**src/rtl/vmm_pkg.sv**
```systemverilog
// Shared types and constants for the vector-matrix multiply block.
// No dependencies; used by every module of the block except vmm_ram.
`timescale 1ns / 1ps

package vmm_pkg;

    localparam int MAX_COLUMNS_DEF = 1024;
    localparam int QUEUE_DEPTH     = 4;

    localparam int IN_W      = 16;
    localparam int PROD_W    = 32;
    localparam int SUM_W     = 48;
    localparam int ROW_W     = 16;
    localparam int COLTOT_W  = 11;
    localparam int COLIDX_W  = 10;
    localparam int CFG_IDX_W = 2;
    localparam int CFG_DAT_W = 16;

    localparam logic [CFG_IDX_W-1:0] CFG_ROW_TOTAL    = 2'd0;
    localparam logic [CFG_IDX_W-1:0] CFG_COLUMN_TOTAL = 2'd1;

    // Per-item classification made by the front end.
    typedef struct packed {
        logic first_row;
        logic last_row;
        logic last_col;
    } t_flags;

endpackage

```
**src/rtl/vmm_front.sv**
```systemverilog
// Front end: configuration registers, row/column tracking, product register.
// Depends on vmm_pkg.
`timescale 1ns / 1ps

module vmm_front #(
    parameter int MAX_COLUMNS = vmm_pkg::MAX_COLUMNS_DEF
) (
    input  logic                             i_clk,
    input  logic                             i_rst_n,
    input  logic                             i_cfg_valid,
    input  logic [vmm_pkg::CFG_IDX_W-1:0]    i_cfg_index,
    input  logic [vmm_pkg::CFG_DAT_W-1:0]    i_cfg_data,
    input  logic                             i_in_valid,
    output logic                             o_in_stall,
    input  logic signed [vmm_pkg::IN_W-1:0]  i_vector_value,
    input  logic signed [vmm_pkg::IN_W-1:0]  i_matrix_value,
    output logic                             o_valid,
    input  logic                             i_full,
    output vmm_pkg::t_flags                  o_flags,
    output logic [$clog2(MAX_COLUMNS)-1:0]   o_col,
    output logic [vmm_pkg::PROD_W-1:0]       o_prod
);
    import vmm_pkg::*;

    localparam int COL_W = $clog2(MAX_COLUMNS);
    localparam int ECW   = 17;

    logic [ROW_W-1:0]    r_row_total;
    logic [COLTOT_W-1:0] r_column_total;
    logic [ROW_W-1:0]    r_row_pos;
    logic [COL_W-1:0]    r_col_pos;

    logic                r_valid;
    t_flags              r_flags;
    logic [COL_W-1:0]    r_col;
    logic [PROD_W-1:0]   r_prod;

    logic [ECW-1:0]      eff_cols;
    logic [ECW-1:0]      cols_m1_w;
    logic [COL_W-1:0]    cols_m1;
    logic [ROW_W-1:0]    rows_m1;
    logic                last_col;
    logic                last_row;
    logic [COL_W-1:0]    col;
    logic signed [PROD_W-1:0] prod;
    logic                accept;
    logic                push;
    logic [ROW_W-1:0]    n_row_pos;
    logic [COL_W-1:0]    n_col_pos;

    always_comb begin
        eff_cols = (r_column_total == '0) ? ECW'(1) : ECW'(r_column_total);
        if (eff_cols > ECW'(MAX_COLUMNS)) begin
            eff_cols = ECW'(MAX_COLUMNS);
        end
        cols_m1_w = eff_cols - ECW'(1);
        cols_m1   = cols_m1_w[COL_W-1:0];
        rows_m1   = (r_row_total == '0) ? '0 : r_row_total - ROW_W'(1);
    end

    // A position left beyond a shrunken limit counts as the last one.
    assign last_col = (r_col_pos >= cols_m1);
    assign last_row = (r_row_pos >= rows_m1);
    assign col      = last_col ? cols_m1 : r_col_pos;
    assign prod     = i_vector_value * i_matrix_value;

    assign push       = r_valid && !i_full;
    assign o_in_stall = r_valid && i_full;
    assign accept     = i_in_valid && !o_in_stall;

    always_comb begin
        n_row_pos = r_row_pos;
        n_col_pos = r_col_pos;
        if (last_col) begin
            n_col_pos = '0;
            n_row_pos = last_row ? '0 : r_row_pos + ROW_W'(1);
        end else begin
            n_col_pos = r_col_pos + COL_W'(1);
        end
    end

    always_ff @(posedge i_clk) begin
        if (!i_rst_n) begin
            r_row_total    <= ROW_W'(1);
            r_column_total <= COLTOT_W'(1);
            r_row_pos      <= '0;
            r_col_pos      <= '0;
            r_valid        <= 1'b0;
        end else begin
            if (i_cfg_valid) begin
                case (i_cfg_index)
                    CFG_ROW_TOTAL:    r_row_total    <= i_cfg_data[ROW_W-1:0];
                    CFG_COLUMN_TOTAL: r_column_total <= i_cfg_data[COLTOT_W-1:0];
                    default: ;
                endcase
            end
            if (accept) begin
                r_row_pos <= n_row_pos;
                r_col_pos <= n_col_pos;
                r_valid   <= 1'b1;
            end else if (push) begin
                r_valid   <= 1'b0;
            end
        end
    end

    always_ff @(posedge i_clk) begin
        if (accept) begin
            r_flags.first_row <= (r_row_pos == '0);
            r_flags.last_row  <= last_row;
            r_flags.last_col  <= last_col;
            r_col             <= col;
            r_prod            <= prod;
        end
    end

    assign o_valid = r_valid;
    assign o_flags = r_flags;
    assign o_col   = r_col;
    assign o_prod  = r_prod;

endmodule

```
**config.mk**
```make
export PLATFORM = sky130hd
export DESIGN_NAME = vmm_front
export DESIGN_NICKNAME = d
export VERILOG_FILES = /design/src/rtl/vmm_pkg.sv /design/src/rtl/vmm_front.sv
export SDC_FILE = /design/constraint.sdc
export NUM_CORES = 1
export LEC_CHECK = 0
export ABC_AREA = 1
export BUFFER_PORTS_ARGS = -buffer_cell sky130_fd_sc_hd__buf_2
export CAP_MARGIN = 10
export CORE_MARGIN = 1.5
export CORE_UTILIZATION = 45
export CTS_CLUSTER_SIZE = 24
export DETAILED_ROUTE_END_ITERATION = 10
export REMOVE_ABC_BUFFERS = 1
export SLEW_MARGIN = 15
export SYNTH_ARGS = -nofsm -noshare
export SYNTH_HDL_FRONTEND = slang
export SYNTH_SLANG_ARGS = --single-unit
```
**constraint.sdc**
```tcl
create_clock -name i_clk -period 12.66 [get_ports i_clk]
set_clock_uncertainty 0.15 [all_clocks]
set_input_delay 2.532 -clock i_clk [delete_from_list [all_inputs] [get_ports i_clk]]
set_output_delay 2.532 -clock i_clk [all_outputs]
set_load 0.02 [all_outputs]
```
==> flow_summary.json, run 1 <==
{
  "yosys.area.top_type": "fa_1",
  "viasPerCell": 4.87,
  "synth_flop_cell": "dfxtp_1",
  "detail-route-antenna-nets": 0,
  "synth-async-reset-ratio": 0,
  "num_rows": 68,
  "worstSkewPairLatency_ps": 360,
  "antenna_cells": 0,
  "hold_violations": 0,
  "rsz0062_at_grt": "no",
  "cts.clk_slew.worst_paths_ps": 80,
  "crit_fanout": 16,
  "synthTopCellsByArea": "fa_1 33%, inv_1 13%, nand2_1 11%, ha_1 9.0%, edfxtp_1 8.6%",
  "synth_cell_types": 47,
  "maxCapViolations": 0,
  "dp.final_hpwl_mm": 32.5,
  "drt_iter0_markers": 641,
  "grt_pass1_vias": 12800,
  "yosys_warnings": 0,
  "final_layout_size_suffix_gt1_frac": 0.0776,
  "fin_crit_ps": 8200,
  "area_growth_pct": 6.93,
  "h-tree-depth": 3,
  "io_buffers": 101,
  "startpoint_type": "input pin",
  "drc": 0,
  "tns_ps": 0,
  "endpoint_kind": "flop",
  "status": "finished clean",
  "slew_headroom": 0.381,
  "critical_path_class": "input pin to flop",
  "cts_resized": 0,
  "synth.cell_area_um2": 15800,
  "hp-class": "flop to flop",
  "io_pins": 102,
  "post-cts-setup-buffers": 0,
  "setup_violations": 0,
  "nets": 2501,
  "synth_top_area_frac": 0.332,
  "cp_data_required_time_ps": 12620,
  "vias": 12300,
  "synth_cells": 2029,
  "seq_area_um2": 2430,
  "cp.arrival_ps": 8160,
  "numCtsBuffers": 9,
  "wl_met3_mm": 2.33,
  "dieArea_um2": 36200,
  "clock_sinks": 99,
  "synth_common_cells": "534 x inv_1, 473 x nand2_1, 262 x fa_1, 153 x nor2_1, 113 x ha_1",
  "cts.path.max_buffers": 2,
  "start_util": 0.457,
  "met1Wirelength_mm": 18.5,
  "slew_violations": 0,
  "root_buffer": "clkbuf_16",
  "antenna_found_initial": 0,
  "timing.final.crit_share": 0.648,
  "grt_max_degree": 54,
  "syn_area_per_cell_um2": 7.78,
  "worst_slew_pin_slew_ps": 925,
  "seq_area_frac_synth": 0.154,
  "nFillCells": 3555,
  "grt_pass1_wl_mm": 65.7,
  "post_drt_wl_per_cell_um": 15.7,
  "routed_wl_mm": 39.8,
  "gp_congestion": 0.869,
  "yosys_register_bits": 99,
  "grtUsageTotal": 0.231,
  "drtPass1Iterations": 5,
  "cts_hold_buf": 0,
  "synth.most_common_cell": "inv_1",
  "die_y_um": 190,
  "cts_tree": "yes",
  "max_freq_ghz": 0.122,
  "dr.max_layer_used": "met4",
  "multi_input_area_um2": 11000,
  "coreArea_um2": 34500,
  "grt_remaining_overflow": 0,
  "wl_met2_mm": 18.4,
  "synth_edf_count": 45,
  "die_width_um": 190
}
-- registers in the layout, indices dropped and copies added (netlist names) --
| name | count |
|---|---|
| r_column_total | 11 |
| r_col_pos | 10 |
| r_row_pos | 16 |
| o_flags | 3 |
| r_row_total | 16 |
| o_col | 10 |
| o_valid | 1 |
| o_prod | 32 |
-- kinds of logic (layout without fill, tap and decap cells) --
kind of cell / after synthesis / count (layout) / share of synthesized area
AOI/OAI and AO/OA: 140 / 140 / 0.0490
xor gates and xnor gates: 54 / 54 / 0.0305
adders and majority gates: 375 / 375 / 0.422
buffers and inverters: 611 / 658 / 0.147
DFF: 99 / 99 / 0.154
and+or+nand+nor: 750 / 750 / 0.197
-- metal layers --
metal	up-vias	global-route usage
met3	45	0.0375
met1	5980	0.319
met4	0	0.0415
met2	304	0.386
met5	-	0
li1	6008	-
-- metrics by stage --
step                cell area [µm²]  hold slack (ps)   util  worst slack (ps)  cells
finish                        16900              331  0.488              4460   2531
global route                  16900              358  0.488              4270   2531
CTS                           16900              334  0.488              4560   2531
detailed placement            16600              322  0.479              4200   2515
global placement              16600              321  0.479              4340   2515
floorplan                     15500              294      -              5070   1959
-- path summary, 6_finish.rpt --
kind,from,to,slack (ps),cells past startpoint
worst min register to register,r_column_total[7],r_column_total[7],330,2
worst max-delay path,i_matrix_value[2],o_prod[30],4460,21
worst max register to register,r_column_total[2],r_row_pos[6],8950,19
worst min-delay path,r_column_total[7],r_column_total[7],330,2
-- cells in the final DEF, fill, tap and decap left out, types with 13 or more instances in the layout --
cell / instances
nand3_1: 52
xnor2_1: 13
nand4_1: 15
ha_1: 113
edfxtp_1: 45
xor2_1: 40
inv_1: 534
nor2_1: 153
nand2_1: 473
o21ai_0: 58
buf_2: 101
a21oi_1: 56
fa_1: 262
dfxtp_1: 54
nor3_1: 18
-- area by class of cell --
cell class,instances,area share
Timing Repair Buffer,101,0.0300
Tap cell,455,0.0337
Clock buffer,9,0.0133
Multi-Input combinational cell,1319,0.653
Sequential cell,99,0.144
Clock inverter,7,0.00512
Inverter,541,0.121
-- worst max-delay path, cell delays in order --
cell and delay, ps:
buf_2 340, nand2_1 160, inv_1 110, fa_1 540, fa_1 930, inv_1 140
fa_1 450, fa_1 550, inv_1 50, fa_1 470, inv_1 50, fa_1 520
inv_1 40, ha_1 360, nand2_1 110, nor3_1 220, nand2_1 130, nor3_1 190
nand2_1 110, nand3_1 90, nand2_1 50
Power of run 1 is not shown: default switching activity piles up to over one toggle a cycle in this logic, so the estimate is an artifact.
==> run 2: changes to the inputs <==
- clock period: 12.66 -> 6.7 ns (I/O delays scaled with it)
==> run 2 against run 1 <==
Compared with the run above:
- critical path depth increased by 1
- global-route usage fell by 0.67 points
- sequential share of layout area decreased by 0.76 points
- register-to-register slack worse by 6000 ps
- largest cell class unchanged
- non-clock buffer count grew 118
- via count up 3.0%
- flip-flop and latch count stayed put
- wire length shrank 4.6%
- final cell count increased by 4.7%
- utilization grew 2.7 points
- clock-buffer cell count stayed put
==> flow_summary.json, run 2 (synthesis gave the netlist of run 1 again) <==
{
  "cp_data_required_time_ps": 6670,
  "nets": 2619,
  "worst_slew_pin_slew_ps": 864,
  "area_growth_pct": 12.9,
  "cp.arrival_ps": 6430,
  "max_freq_ghz": 0.155,
  "rsz0062_at_grt": "yes",
  "setup_violations": 0,
  "maxCapViolations": 0,
  "grt_pass1_vias": 13400,
  "gp_congestion": 0.901,
  "antenna_found_initial": 0,
  "status": "finished clean",
  "worstSkewPairLatency_ps": 350,
  "detail-route-antenna-nets": 0,
  "endpoint_kind": "flop",
  "drtPass1Iterations": 5,
  "grtUsageTotal": 0.224,
  "critical_path_class": "input pin to flop",
  "die_width_um": 190,
  "slew_headroom": 0.422,
  "startpoint_type": "input pin",
  "viasPerCell": 4.80,
  "drc": 0,
  "nFillCells": 3440,
  "wl_met2_mm": 18.2,
  "vias": 12700,
  "slowest_delay_ps": 620,
  "crit_chain": "clkbuf_4 > nand2_1 > inv_1 > fa_2 > fa_1 > buf_4 > buf_4 > fa_1 > fa_1 > fa_1 > inv_1 > fa_1 > inv_1 > ha_1 > a21oi_1 > o21ai_0 > nand2_1 > nand2_1 > a21oi_1 > buf_4 > nand3_1 > nand2_1",
  "final_layout_size_suffix_gt1_frac": 0.130,
  "cts.clk_slew.worst_paths_ps": 80,
  "pre_cts_slack_ps": -169,
  "hp-class": "flop to flop",
  "drt_iter0_markers": 691,
  "start_util": 0.457,
  "path_delay_family": "adder cells",
  "slew_violations": 0,
  "root_buffer": "clkbuf_16",
  "cts.path.max_buffers": 2,
  "hold_violations": 0,
  "r2r_slack_ps": 2920,
  "fin_crit_ps": 6460,
  "crit_fanout": 12,
  "grt_max_degree": 54,
  "final_common_cell": "inv_1",
  "cp_slowest_cell": "fa_2",
  "dp.final_hpwl_mm": 33.0,
  "clock_sinks": 99,
  "mostFrequentLayoutCells": "534 x inv_1, 472 x nand2_1, 261 x fa_1",
  "met1Wirelength_mm": 17.8,
  "setup_slack_ps": 236,
  "die_y_um": 190,
  "post_drt_wl_per_cell_um": 14.3,
  "wl_met3_mm": 1.39,
  "grt_remaining_overflow": 0,
  "routed_wl_mm": 38.0,
  "dieArea_um2": 36200,
  "coreArea_um2": 34500,
  "h-tree-depth": 3,
  "antenna_cells": 0,
  "worst-path-buf-inv": 7,
  "timing.final.crit_share": 0.965,
  "io_pins": 102,
  "numCtsBuffers": 9,
  "dr.max_layer_used": "met4",
  "cts_tree": "yes",
  "grt_pass1_wl_mm": 64.8,
  "num_rows": 68,
  "cpMostUsedCell": "fa_1",
  "largest_reg_flops": 32,
  "io_buffers": 101
}
## run 2: worst paths after layout
kind / from / end / cells past startpoint
max: i_vector_value[15] / o_prod[30] / 22
min: r_column_total[7] / r_column_total[7] / 2
max reg2reg: r_column_total[2] / r_row_pos[5] / 19
min reg2reg: r_column_total[7] / r_column_total[7] / 2
## run 2: what timing repair did
action / 4_1_cts / 5_1_grt
resized for setup: 0 / 7
setup buffers: 0 / 0
hold buffers: 0 / 0
endpoints found under the setup margin: 0 / 8
## run 2: through the flow
step	area (µm²)	utilization	std cells	hold slack (ps)	setup TNS, ps
after floorplan	15500	-	1959	294	0
after global placement	17500	0.506	2633	330	-179
after detailed placement	17500	0.506	2633	334	-1090
after CTS	17800	0.515	2649	347	0
after global routing	17800	0.516	2649	375	-24.0
final	17800	0.516	2649	347	0
## run 2: routing by layer
metal  global-route usage  up-vias
met3               0.0212       39
li1                     -     6253
met2                0.390      235
met5                    0        -
met4               0.0436        0
met1                0.306     6182
## run 2: final cells by class
class                   instances  area (µm²)  area share
well taps                     455         569      0.0320
repair buffers                219        1430      0.0804
flip-flops and latches         99        2430       0.137
inverters                     541        2030       0.114
clock inverters                 7        81.3     0.00457
clock buffers                   9         225      0.0126
multi-input cells            1319       11000       0.620
## run 2: worst reg2reg max path, cell delays in order, from the launching register on
cell and delay, ps:
dfxtp_1 370, nor2_1 180, nand3_2 130, o21ai_4 240
nand2_1 90, ha_1 250, nand2_4 110, inv_1 60
nand3b_2 80, nand2_1 70, ha_1 290, nand2_2 80
inv_1 60, a21oi_2 150, nand4_2 460, nand2_4 400
nand2_4 180, o21ai_4 160, inv_2 100, nor2_1 100
Power of run 2 is left out for the same reason.
