$ cat src/rtl/vmm_pkg.sv
// Shared types and constants for the vector-matrix multiply block.
// No dependencies; used by every module of the block except vmm_ram.
`timescale 1ns / 1ps

package vmm_pkg;

    localparam int MAX_COLUMNS_DEF = 1024;
    localparam int QUEUE_DEPTH     = 4;

    localparam int IN_W      = 16;
    localparam int PROD_W    = 32;
    localparam int SUM_W     = 48;
    localparam int ROW_W     = 16;
    localparam int COLTOT_W  = 11;
    localparam int COLIDX_W  = 10;
    localparam int CFG_IDX_W = 2;
    localparam int CFG_DAT_W = 16;

    localparam logic [CFG_IDX_W-1:0] CFG_ROW_TOTAL    = 2'd0;
    localparam logic [CFG_IDX_W-1:0] CFG_COLUMN_TOTAL = 2'd1;

    // Per-item classification made by the front end.
    typedef struct packed {
        logic first_row;
        logic last_row;
        logic last_col;
    } t_flags;

endpackage

$ cat src/rtl/vmm_queue.sv
// Small register FIFO between the front end and the accumulate stage.
// Depends on vmm_pkg for the default depth.
`timescale 1ns / 1ps

module vmm_queue #(
    parameter int WIDTH = 8,
    parameter int DEPTH = vmm_pkg::QUEUE_DEPTH
) (
    input  logic             i_clk,
    input  logic             i_rst_n,
    input  logic             i_push,
    input  logic [WIDTH-1:0] i_data,
    output logic             o_full,
    input  logic             i_pop,
    output logic             o_nempty,
    output logic [WIDTH-1:0] o_data
);

    localparam int PTR_W = $clog2(DEPTH);
    localparam int CNT_W = $clog2(DEPTH + 1);

    logic [WIDTH-1:0] r_slot [DEPTH];
    logic [PTR_W-1:0] r_wptr;
    logic [PTR_W-1:0] r_rptr;
    logic [CNT_W-1:0] r_count;
    logic [PTR_W-1:0] n_wptr;
    logic [PTR_W-1:0] n_rptr;

    assign o_full   = (r_count == CNT_W'(DEPTH));
    assign o_nempty = (r_count != '0);
    assign o_data   = r_slot[r_rptr];

    assign n_wptr = (r_wptr == PTR_W'(DEPTH - 1)) ? '0 : r_wptr + PTR_W'(1);
    assign n_rptr = (r_rptr == PTR_W'(DEPTH - 1)) ? '0 : r_rptr + PTR_W'(1);

    always_ff @(posedge i_clk) begin
        if (!i_rst_n) begin
            r_wptr  <= '0;
            r_rptr  <= '0;
            r_count <= '0;
        end else begin
            if (i_push) begin
                r_wptr <= n_wptr;
            end
            if (i_pop) begin
                r_rptr <= n_rptr;
            end
            if (i_push && !i_pop) begin
                r_count <= r_count + CNT_W'(1);
            end else if (i_pop && !i_push) begin
                r_count <= r_count - CNT_W'(1);
            end
        end
    end

    always_ff @(posedge i_clk) begin
        if (i_push) begin
            r_slot[r_wptr] <= i_data;
        end
    end

endmodule

$ cat config.mk
export PLATFORM = sky130hd
export DESIGN_NAME = vmm_queue
export DESIGN_NICKNAME = d
export VERILOG_FILES = /design/src/rtl/vmm_pkg.sv /design/src/rtl/vmm_queue.sv
export SDC_FILE = /design/constraint.sdc
export NUM_CORES = 1
export LEC_CHECK = 0
export BUFFER_PORTS_ARGS = -buffer_cell sky130_fd_sc_hd__clkbuf_2
export CORE_MARGIN = 2
export CORE_UTILIZATION = 50
export DETAILED_ROUTE_END_ITERATION = 10
export MAX_ROUTING_LAYER = met4
export PLACE_DENSITY = 0.74
export SLEW_MARGIN = 40
export SYNTH_ARGS = -nofsm -noshare
export SYNTH_HDL_FRONTEND = slang
export SYNTH_SLANG_ARGS = --single-unit
$ cat constraint.sdc
create_clock -name i_clk -period 1.6 [get_ports i_clk]
set_clock_uncertainty 0.1 [all_clocks]
set_input_delay 0.32 -clock i_clk [delete_from_list [all_inputs] [get_ports i_clk]]
set_output_delay 0.32 -clock i_clk [all_outputs]
set_load 0.02 [all_outputs]
==> impl_metrics.xml, run 1 <==
<?xml version="1.0" encoding="UTF-8"?>
<metrics>
  <group name="run_status">
    <metric name="status" unit="">finished, violations left</metric>
    <metric name="violations_in_the_final_reports" unit="">setup timing</metric>
  </group>
  <group name="die">
    <metric name="die_width" unit="µm">60.9</metric>
    <metric name="io_pins" unit="">22</metric>
    <metric name="starting_density_of_the_core" unit="%">53.0</metric>
    <metric name="placementRows" unit="">20</metric>
    <metric name="fp.dieH" unit="µm">60.9</metric>
    <metric name="fp.dieArea" unit="mm²">0.00370</metric>
    <metric name="core-area" unit="mm²">0.00305</metric>
  </group>
  <group name="global_route">
    <metric name="grt.total_usage" unit="%">17.2</metric>
    <metric name="vias_in_the_first_global_route" unit="">894</metric>
    <metric name="grt_pass1_wl" unit="µm">4140</metric>
    <metric name="pin_count_of_the_biggest_net_entering_global_routing" unit="">14</metric>
    <metric name="antenna_found_initial" unit="">0</metric>
    <metric name="grt_overflow_total" unit="">0</metric>
  </group>
  <group name="detailed_routing">
    <metric name="vias_per_cell" unit="">4.99</metric>
    <metric name="finalWirelength" unit="µm">2620</metric>
    <metric name="drtAntennaViolNets" unit="">0</metric>
    <metric name="total_number_of_vias" unit="">844</metric>
    <metric name="drt_first_pass_iters" unit="">2</metric>
    <metric name="wire_per_inst" unit="µm">15.5</metric>
    <metric name="detail_route.iter0.violations" unit="">29</metric>
    <metric name="drc_errors" unit="">0</metric>
  </group>
  <group name="cells_and_area">
    <metric name="utilization" unit="%">68.2</metric>
    <metric name="area.growth.synth_to_final" unit="%">28.9</metric>
    <metric name="antenna-diode-count" unit="">0</metric>
    <metric name="fillers" unit="">217</metric>
    <metric name="layout-drive-gt1-share" unit="%">47.2</metric>
    <metric name="final_area" unit="mm²">0.00208</metric>
    <metric name="nets" unit="">143</metric>
  </group>
  <group name="critical_path">
    <metric name="cpMaxStageDelayCell" unit="">mux4_2</metric>
    <metric name="setup.worst_path.class" unit="">flip-flop to primary output</metric>
    <metric name="crit_path_cell_trace" unit="">buf_12, mux4_2, buf_6</metric>
    <metric name="cp-end-kind" unit="">primary output</metric>
    <metric name="critical_path.reg2reg.startpoint" unit="">r_count[1]</metric>
    <metric name="crit_required" unit="ns">1.18</metric>
    <metric name="worst_ep_arrival_time" unit="ns">1.51</metric>
    <metric name="timing.critical_path.slowest_cell_delay" unit="ns">0.52</metric>
    <metric name="path_max_fanout" unit="">8</metric>
    <metric name="cpLargestDelayFamily" unit="">multiplexers</metric>
    <metric name="critPathLaunchType" unit="">flip-flop</metric>
    <metric name="critical_path_buf_inv_count" unit="">2</metric>
  </group>
  <group name="cts">
    <metric name="worstSkewPairLatency" unit="ns">0.33</metric>
    <metric name="cts_hold_buffers" unit="">0</metric>
    <metric name="clkSinkCount" unit="">41</metric>
    <metric name="cts.root.buffer_cell" unit="">clkbuf_4</metric>
    <metric name="cts-htree-levels" unit="">2</metric>
    <metric name="worst_setup_hold_path_clk_slew" unit="ns">0.12</metric>
    <metric name="tritoncts" unit="">built</metric>
    <metric name="number_of_buffers_inserted_during_clock_tree_synthesis" unit="">5</metric>
    <metric name="clockBufferDepth" unit="">2</metric>
  </group>
  <group name="synth">
    <metric name="yosys_register_bits" unit="">41</metric>
    <metric name="netlist_area" unit="mm²">0.00162</metric>
    <metric name="post_synth_inst_count" unit="">86</metric>
    <metric name="synth_fp_nets" unit="">105</metric>
    <metric name="seq_area_frac_synth" unit="%">70.6</metric>
    <metric name="yosys_warnings" unit="">0</metric>
    <metric name="mapped_avg_cell_area" unit="µm²">18.8</metric>
    <metric name="synth.lib_cells_used.distinct" unit="">20</metric>
  </group>
  <group name="placed_design">
    <metric name="globalplace.congestion" unit="">0.661</metric>
    <metric name="hpwlAfterDp" unit="µm">1800</metric>
    <metric name="placement.cell_area" unit="mm²">0.00190</metric>
    <metric name="io_buffers" unit="">21</metric>
  </group>
  <group name="power_and_ir_drop">
    <metric name="switching_power" unit="mW">0.546</metric>
    <metric name="power.total" unit="mW">2.32</metric>
    <metric name="seqPwrFrac" unit="%">53.8</metric>
    <metric name="cellPowerDensity" unit="mW/mm²">1120</metric>
    <metric name="netSwitchingFraction" unit="%">23.5</metric>
    <metric name="power_frac_clock" unit="%">28.3</metric>
    <metric name="static-leakage-power" unit="nW">0.776</metric>
    <metric name="power_frac_comb" unit="%">18.0</metric>
    <metric name="worst_ir_drop_vdd" unit="µV">672</metric>
    <metric name="p_int" unit="mW">1.78</metric>
  </group>
  <group name="sta">
    <metric name="timing.final.crit_period" unit="ns">1.93</metric>
    <metric name="worst_slew_pin_slew" unit="ns">0.153</metric>
    <metric name="postLayoutSetupSlackWorst" unit="ns">-0.332</metric>
    <metric name="relSlewSlack" unit="%">89.5</metric>
    <metric name="fmaxAchievable" unit="MHz">518</metric>
    <metric name="portion_of_the_clock_cycle_consumed_by_the_worst_path_in_the_final_layout" unit="%">121</metric>
    <metric name="timing.final.setup_violations" unit="">10</metric>
    <metric name="unrepaired_setup_endpoints_after_global_routing" unit="">true</metric>
    <metric name="timing.final.hold_violations" unit="">0</metric>
    <metric name="maxSlewViolCount" unit="">0</metric>
  </group>
  <group name="run">
    <metric name="cap_viol_max_count" unit="">0</metric>
  </group>
  <group name="hold_path">
    <metric name="timing.hold.worst.start" unit="">i_data[2]</metric>
    <metric name="min_path_type" unit="">input pin to flip-flop</metric>
  </group>
</metrics>
state kept, by name, indices dropped and copies added (netlist names), named ones only:
| register | flops |
|---|---|
| r_count | 3 |
| r_rptr | 2 |
| r_slot | 32 |
| r_wptr | 2 |
worst register-to-register path, cell delays in order, from the launching register on:
cell      delay (ns)
dfxtp_2         0.37
buf_6           0.12
fa_2            0.40
xor2_2          0.15
or3_1           0.30
a21boi_1        0.15
power by group through the flow:
stage	Combinational (mW)	Clock [mW]	Sequential, mW
3_5_place_dp	0.329	0	1.27
4_1_cts	0.358	0.680	1.24
3_3_place_gp	0.319	0	1.26
6_report	0.418	0.657	1.25
2_1_floorplan	0.209	0	1.26
5_1_grt	0.460	0.723	1.26
Yosys cell counts:
cell / count / share of area, %
and2_1: 5 / 1.9
nor3_1: 1 / 0.31
nor2_1: 1 / 0.23
fa_1: 1 / 1.2
edfxtp_1: 32 / 59
or3_1: 2 / 0.77
nor3b_1: 1 / 0.46
a21boi_1: 1 / 0.46
buf_6: 1 / 0.70
dfxtp_1: 9 / 11
xnor2_1: 1 / 0.54
o21ai_0: 1 / 0.31
ha_1: 6 / 4.6
inv_1: 4 / 0.93
o21a_1: 1 / 0.46
xor2_1: 1 / 0.54
clkbuf_2: 1 / 0.31
mux2i_1: 4 / 2.5
nor2b_1: 5 / 1.9
mux4_2: 8 / 11
through the flow:
step                      hold WS, ns  setup WS (ns)  TNS, ns  cells
after floorplan                 0.319        0.00428        0     86
after global placement          0.385         -0.135   -0.135    158
after detailed placement        0.408         -0.185   -0.185    158
after CTS                      0.0650         -0.383    -3.02    169
after global routing           0.0604         -0.402    -3.37    169
final                          0.0871         -0.332    -2.66    169
logic make-up after synthesis:
family | Yosys count | share of synthesized area [%]
multiplexers | 12 | 13.6
adder cells (fa/ha/maj) | 7 | 5.88
XOR/XNOR | 2 | 1.08
AND/OR/NAND/NOR | 15 | 5.65
buffers and inverters | 6 | 1.93
flip-flops | 41 | 70.6
AO/OA/AOI/OAI | 3 | 1.24
layer usage:
metal / vias to the layer above / wire length (µm) / track usage, %
met2: 20 / 1470 / 29.5
met4: 0 / 21 / 5.59
li1: 403 / - / -
met1: 419 / 1020 / 18.3
met5: - / 0 / -
met3: 2 / 103 / 6.61
placed cells by master, fill, tap and decap left out, types with 2 or more instances in the layout:
cell | synthesis | layout
and2_1 | 5 | 5
buf_12 | 0 | 4
buf_4 | 0 | 7
buf_6 | 1 | 10
clkbuf_2 | 1 | 11
clkbuf_4 | 0 | 5
dfxtp_1 | 9 | 5
dfxtp_2 | 0 | 3
edfxtp_1 | 32 | 32
ha_1 | 6 | 5
inv_1 | 4 | 2
mux2i_1 | 4 | 4
mux4_2 | 8 | 8
nor2b_1 | 5 | 5
repair_timing:
| item | 4_1_cts | 5_1_grt |
|---|---|---|
| setup buffers | 3 | 0 |
| resized for setup | 5 | 32 |
| hold endpoints to repair | 0 | 0 |
| pin swaps | 0 | 3 |
| setup endpoints to repair | 9 | 11 |
layout make-up:
class | instances | area (µm²) | area share (%)
Sequential cell | 41 | 1150 | 55.1
Multi-Input combinational cell | 39 | 477 | 22.9
Timing Repair Buffer | 33 | 305 | 14.7
Tap cell | 44 | 55.1 | 2.64
Clock buffer | 6 | 41.3 | 1.98
Clock inverter | 2 | 38.8 | 1.86
Inverter | 4 | 17.5 | 0.841
final timing paths:
| kind | to | slack [ns] | depth (start not counted) |
|---|---|---|---|
| worst max register to register | r_count[2] | -0.06 | 5 |
| worst min-delay path | r_slot[2][2] | 0.09 | 1 |
| worst max-delay path | o_data[7] | -0.33 | 3 |
| worst min register to register | r_count[2] | 0.41 | 2 |
No activity file was read; power rests on OpenSTA's default activity.
==> run 2: changes to the inputs <==
--- a/config.mk
+++ b/config.mk
@@ -11,7 +11,9 @@
 export DETAILED_ROUTE_END_ITERATION = 10
 export MAX_ROUTING_LAYER = met4
 export PLACE_DENSITY = 0.74
+export SKIP_CTS_REPAIR_TIMING = 1
 export SLEW_MARGIN = 40
 export SYNTH_ARGS = -nofsm -noshare
 export SYNTH_HDL_FRONTEND = slang
 export SYNTH_SLANG_ARGS = --single-unit
+export TNS_END_PERCENT = 100
==> impl_metrics.xml, run 2 (synthesis gave the netlist of run 1 again) <==
<?xml version="1.0" encoding="UTF-8"?>
<metrics>
  <group name="detailed_routing">
    <metric name="detail_route.iter0.violations" unit="">25</metric>
    <metric name="finalWirelength" unit="µm">2530</metric>
    <metric name="total_number_of_vias" unit="">833</metric>
    <metric name="drt_first_pass_iters" unit="">3</metric>
    <metric name="drtAntennaViolNets" unit="">0</metric>
    <metric name="drc_errors" unit="">0</metric>
    <metric name="wire_per_inst" unit="µm">15.1</metric>
    <metric name="vias_per_cell" unit="">4.96</metric>
  </group>
  <group name="hold_path">
    <metric name="holdPathEnd" unit="">r_slot[2][2]</metric>
    <metric name="hold_depth" unit="">1</metric>
    <metric name="min_path_type" unit="">input pin to flip-flop</metric>
    <metric name="timing.hold.worst.start" unit="">i_data[2]</metric>
  </group>
  <group name="die">
    <metric name="starting_density_of_the_core" unit="%">53.0</metric>
    <metric name="fp.dieArea" unit="mm²">0.00370</metric>
    <metric name="io_pins" unit="">22</metric>
    <metric name="core-area" unit="mm²">0.00305</metric>
    <metric name="die_width" unit="µm">60.9</metric>
    <metric name="placementRows" unit="">20</metric>
    <metric name="fp.dieH" unit="µm">60.9</metric>
  </group>
  <group name="cells_and_area">
    <metric name="max_flop_register" unit="">r_slot</metric>
    <metric name="nets" unit="">142</metric>
    <metric name="area.growth.synth_to_final" unit="%">27.7</metric>
    <metric name="fillers" unit="">218</metric>
    <metric name="mostFrequentLayoutCell" unit="">edfxtp_1</metric>
    <metric name="top_regs" unit="">r_slot (32), r_count (3)</metric>
    <metric name="utilization" unit="%">67.6</metric>
    <metric name="stdcell_count" unit="">168</metric>
    <metric name="final_area" unit="mm²">0.00206</metric>
    <metric name="largest_reg_flops" unit="">32</metric>
    <metric name="final_cell_mix" unit="">32 x edfxtp_1, 12 x clkbuf_2, 9 x buf_6</metric>
    <metric name="layout-drive-gt1-share" unit="%">46.0</metric>
    <metric name="antenna-diode-count" unit="">0</metric>
  </group>
  <group name="critical_path">
    <metric name="crit_required" unit="ns">1.18</metric>
    <metric name="crit_path_cell_trace" unit="">buf_12, mux4_2, buf_6</metric>
    <metric name="cpMaxStageDelayCell" unit="">mux4_2</metric>
    <metric name="critical_path_buf_inv_count" unit="">2</metric>
    <metric name="reg2reg_depth" unit="">5</metric>
    <metric name="path_max_fanout" unit="">8</metric>
    <metric name="cpLargestDelayFamily" unit="">multiplexers</metric>
    <metric name="critical_path.reg2reg.endpoint" unit="">r_count[2]</metric>
    <metric name="critPathLaunchType" unit="">flip-flop</metric>
    <metric name="ff2ff_setup_slack" unit="ns">0.01</metric>
    <metric name="critical_path.reg2reg.startpoint" unit="">r_count[1]</metric>
    <metric name="cp-end-kind" unit="">primary output</metric>
    <metric name="timing.critical_path.slowest_cell_delay" unit="ns">0.52</metric>
    <metric name="worst_ep_arrival_time" unit="ns">1.51</metric>
    <metric name="setup.worst_path.class" unit="">flip-flop to primary output</metric>
  </group>
  <group name="run">
    <metric name="cap_viol_max_count" unit="">0</metric>
  </group>
  <group name="power_and_ir_drop">
    <metric name="static-leakage-power" unit="nW">0.769</metric>
    <metric name="worst_ir_drop_vdd" unit="µV">652</metric>
    <metric name="cellPowerDensity" unit="mW/mm²">1120</metric>
    <metric name="power.total" unit="mW">2.31</metric>
  </group>
  <group name="cts">
    <metric name="number_of_buffers_inserted_during_clock_tree_synthesis" unit="">5</metric>
    <metric name="worstSkewPairLatency" unit="ns">0.33</metric>
    <metric name="tritoncts" unit="">built</metric>
    <metric name="clkSinkCount" unit="">41</metric>
    <metric name="clockBufferDepth" unit="">2</metric>
    <metric name="worst_setup_hold_path_clk_slew" unit="ns">0.12</metric>
    <metric name="cts-htree-levels" unit="">2</metric>
    <metric name="cts.root.buffer_cell" unit="">clkbuf_4</metric>
  </group>
  <group name="placed_design">
    <metric name="placed_cells" unit="">158</metric>
    <metric name="globalplace.congestion" unit="">0.661</metric>
    <metric name="placement.cell_area" unit="mm²">0.00190</metric>
    <metric name="io_buffers" unit="">21</metric>
    <metric name="hpwlAfterDp" unit="µm">1800</metric>
  </group>
  <group name="sta">
    <metric name="postLayoutSetupSlackWorst" unit="ns">-0.333</metric>
    <metric name="portion_of_the_clock_cycle_consumed_by_the_worst_path_in_the_final_layout" unit="%">121</metric>
    <metric name="timing.final.crit_period" unit="ns">1.93</metric>
    <metric name="totalNegativeSetupSlack" unit="ns">-2.62</metric>
    <metric name="timing.final.setup_violations" unit="">9</metric>
    <metric name="timing.final.hold_violations" unit="">0</metric>
    <metric name="fmaxAchievable" unit="MHz">517</metric>
    <metric name="worst_slew_pin_slew" unit="ns">0.166</metric>
    <metric name="maxSlewViolCount" unit="">0</metric>
    <metric name="relSlewSlack" unit="%">88.6</metric>
    <metric name="unrepaired_setup_endpoints_after_global_routing" unit="">true</metric>
  </group>
  <group name="global_route">
    <metric name="grt_overflow_total" unit="">0</metric>
    <metric name="antenna_found_initial" unit="">0</metric>
    <metric name="pin_count_of_the_biggest_net_entering_global_routing" unit="">14</metric>
    <metric name="grt_pass1_wl" unit="µm">4120</metric>
    <metric name="grt.total_usage" unit="%">17.1</metric>
    <metric name="vias_in_the_first_global_route" unit="">879</metric>
  </group>
  <group name="run_status">
    <metric name="violations_in_the_final_reports" unit="">setup timing</metric>
    <metric name="status" unit="">finished, violations left</metric>
  </group>
</metrics>
-- run 2: worst max path at each step --
stage	startpoint	to	slack, ns	cells after the start
after floorplan	i_pop	r_count[2]	0.004	7
after global placement	i_pop	r_count[2]	-0.14	8
after detailed placement	i_pop	r_count[2]	-0.18	8
after CTS	flip-flop	o_data[6]	-0.41	3
after global routing	flip-flop	o_data[4]	-0.40	3
final	flip-flop	o_data[6]	-0.33	3
-- run 2: layout make-up --
class / instances / area [µm²] / area share (%)
clock buffers: 6 / 41.3 / 2.00
flip-flops and latches: 41 / 1150 / 55.6
multi-input cells: 39 / 469 / 22.7
inverters: 4 / 17.5 / 0.848
clock inverters: 2 / 38.8 / 1.88
well taps: 44 / 55.1 / 2.67
repair buffers: 32 / 294 / 14.2
-- run 2: report_power, final --
group / switching [mW] / leakage, nW / internal [mW] / total [mW]
clock: 0.325 / 0.0424 / 0.333 / 0.658
combinational: 0.181 / 0.357 / 0.220 / 0.401
sequential: 0.0332 / 0.370 / 1.21 / 1.25
-- run 2: routing by layer --
layer  track usage, %  vias to the layer above  share of wire (%)  wire length, µm
met4             5.59                        0               0.99               25
met2             28.7                       19                 56             1410
met5                -                        -                  0                0
met1             18.5                      412                 39              992
li1                 -                      400                  -                -
met3             6.61                        2                4.1              105
-- run 2: through the flow --
step / hold slack (ns) / setup slack [ns]
after CTS: 0.0650 / -0.411
after detailed placement: 0.408 / -0.185
after floorplan: 0.319 / 0.00428
after global placement: 0.385 / -0.135
after global routing: 0.0622 / -0.398
final: 0.0832 / -0.333
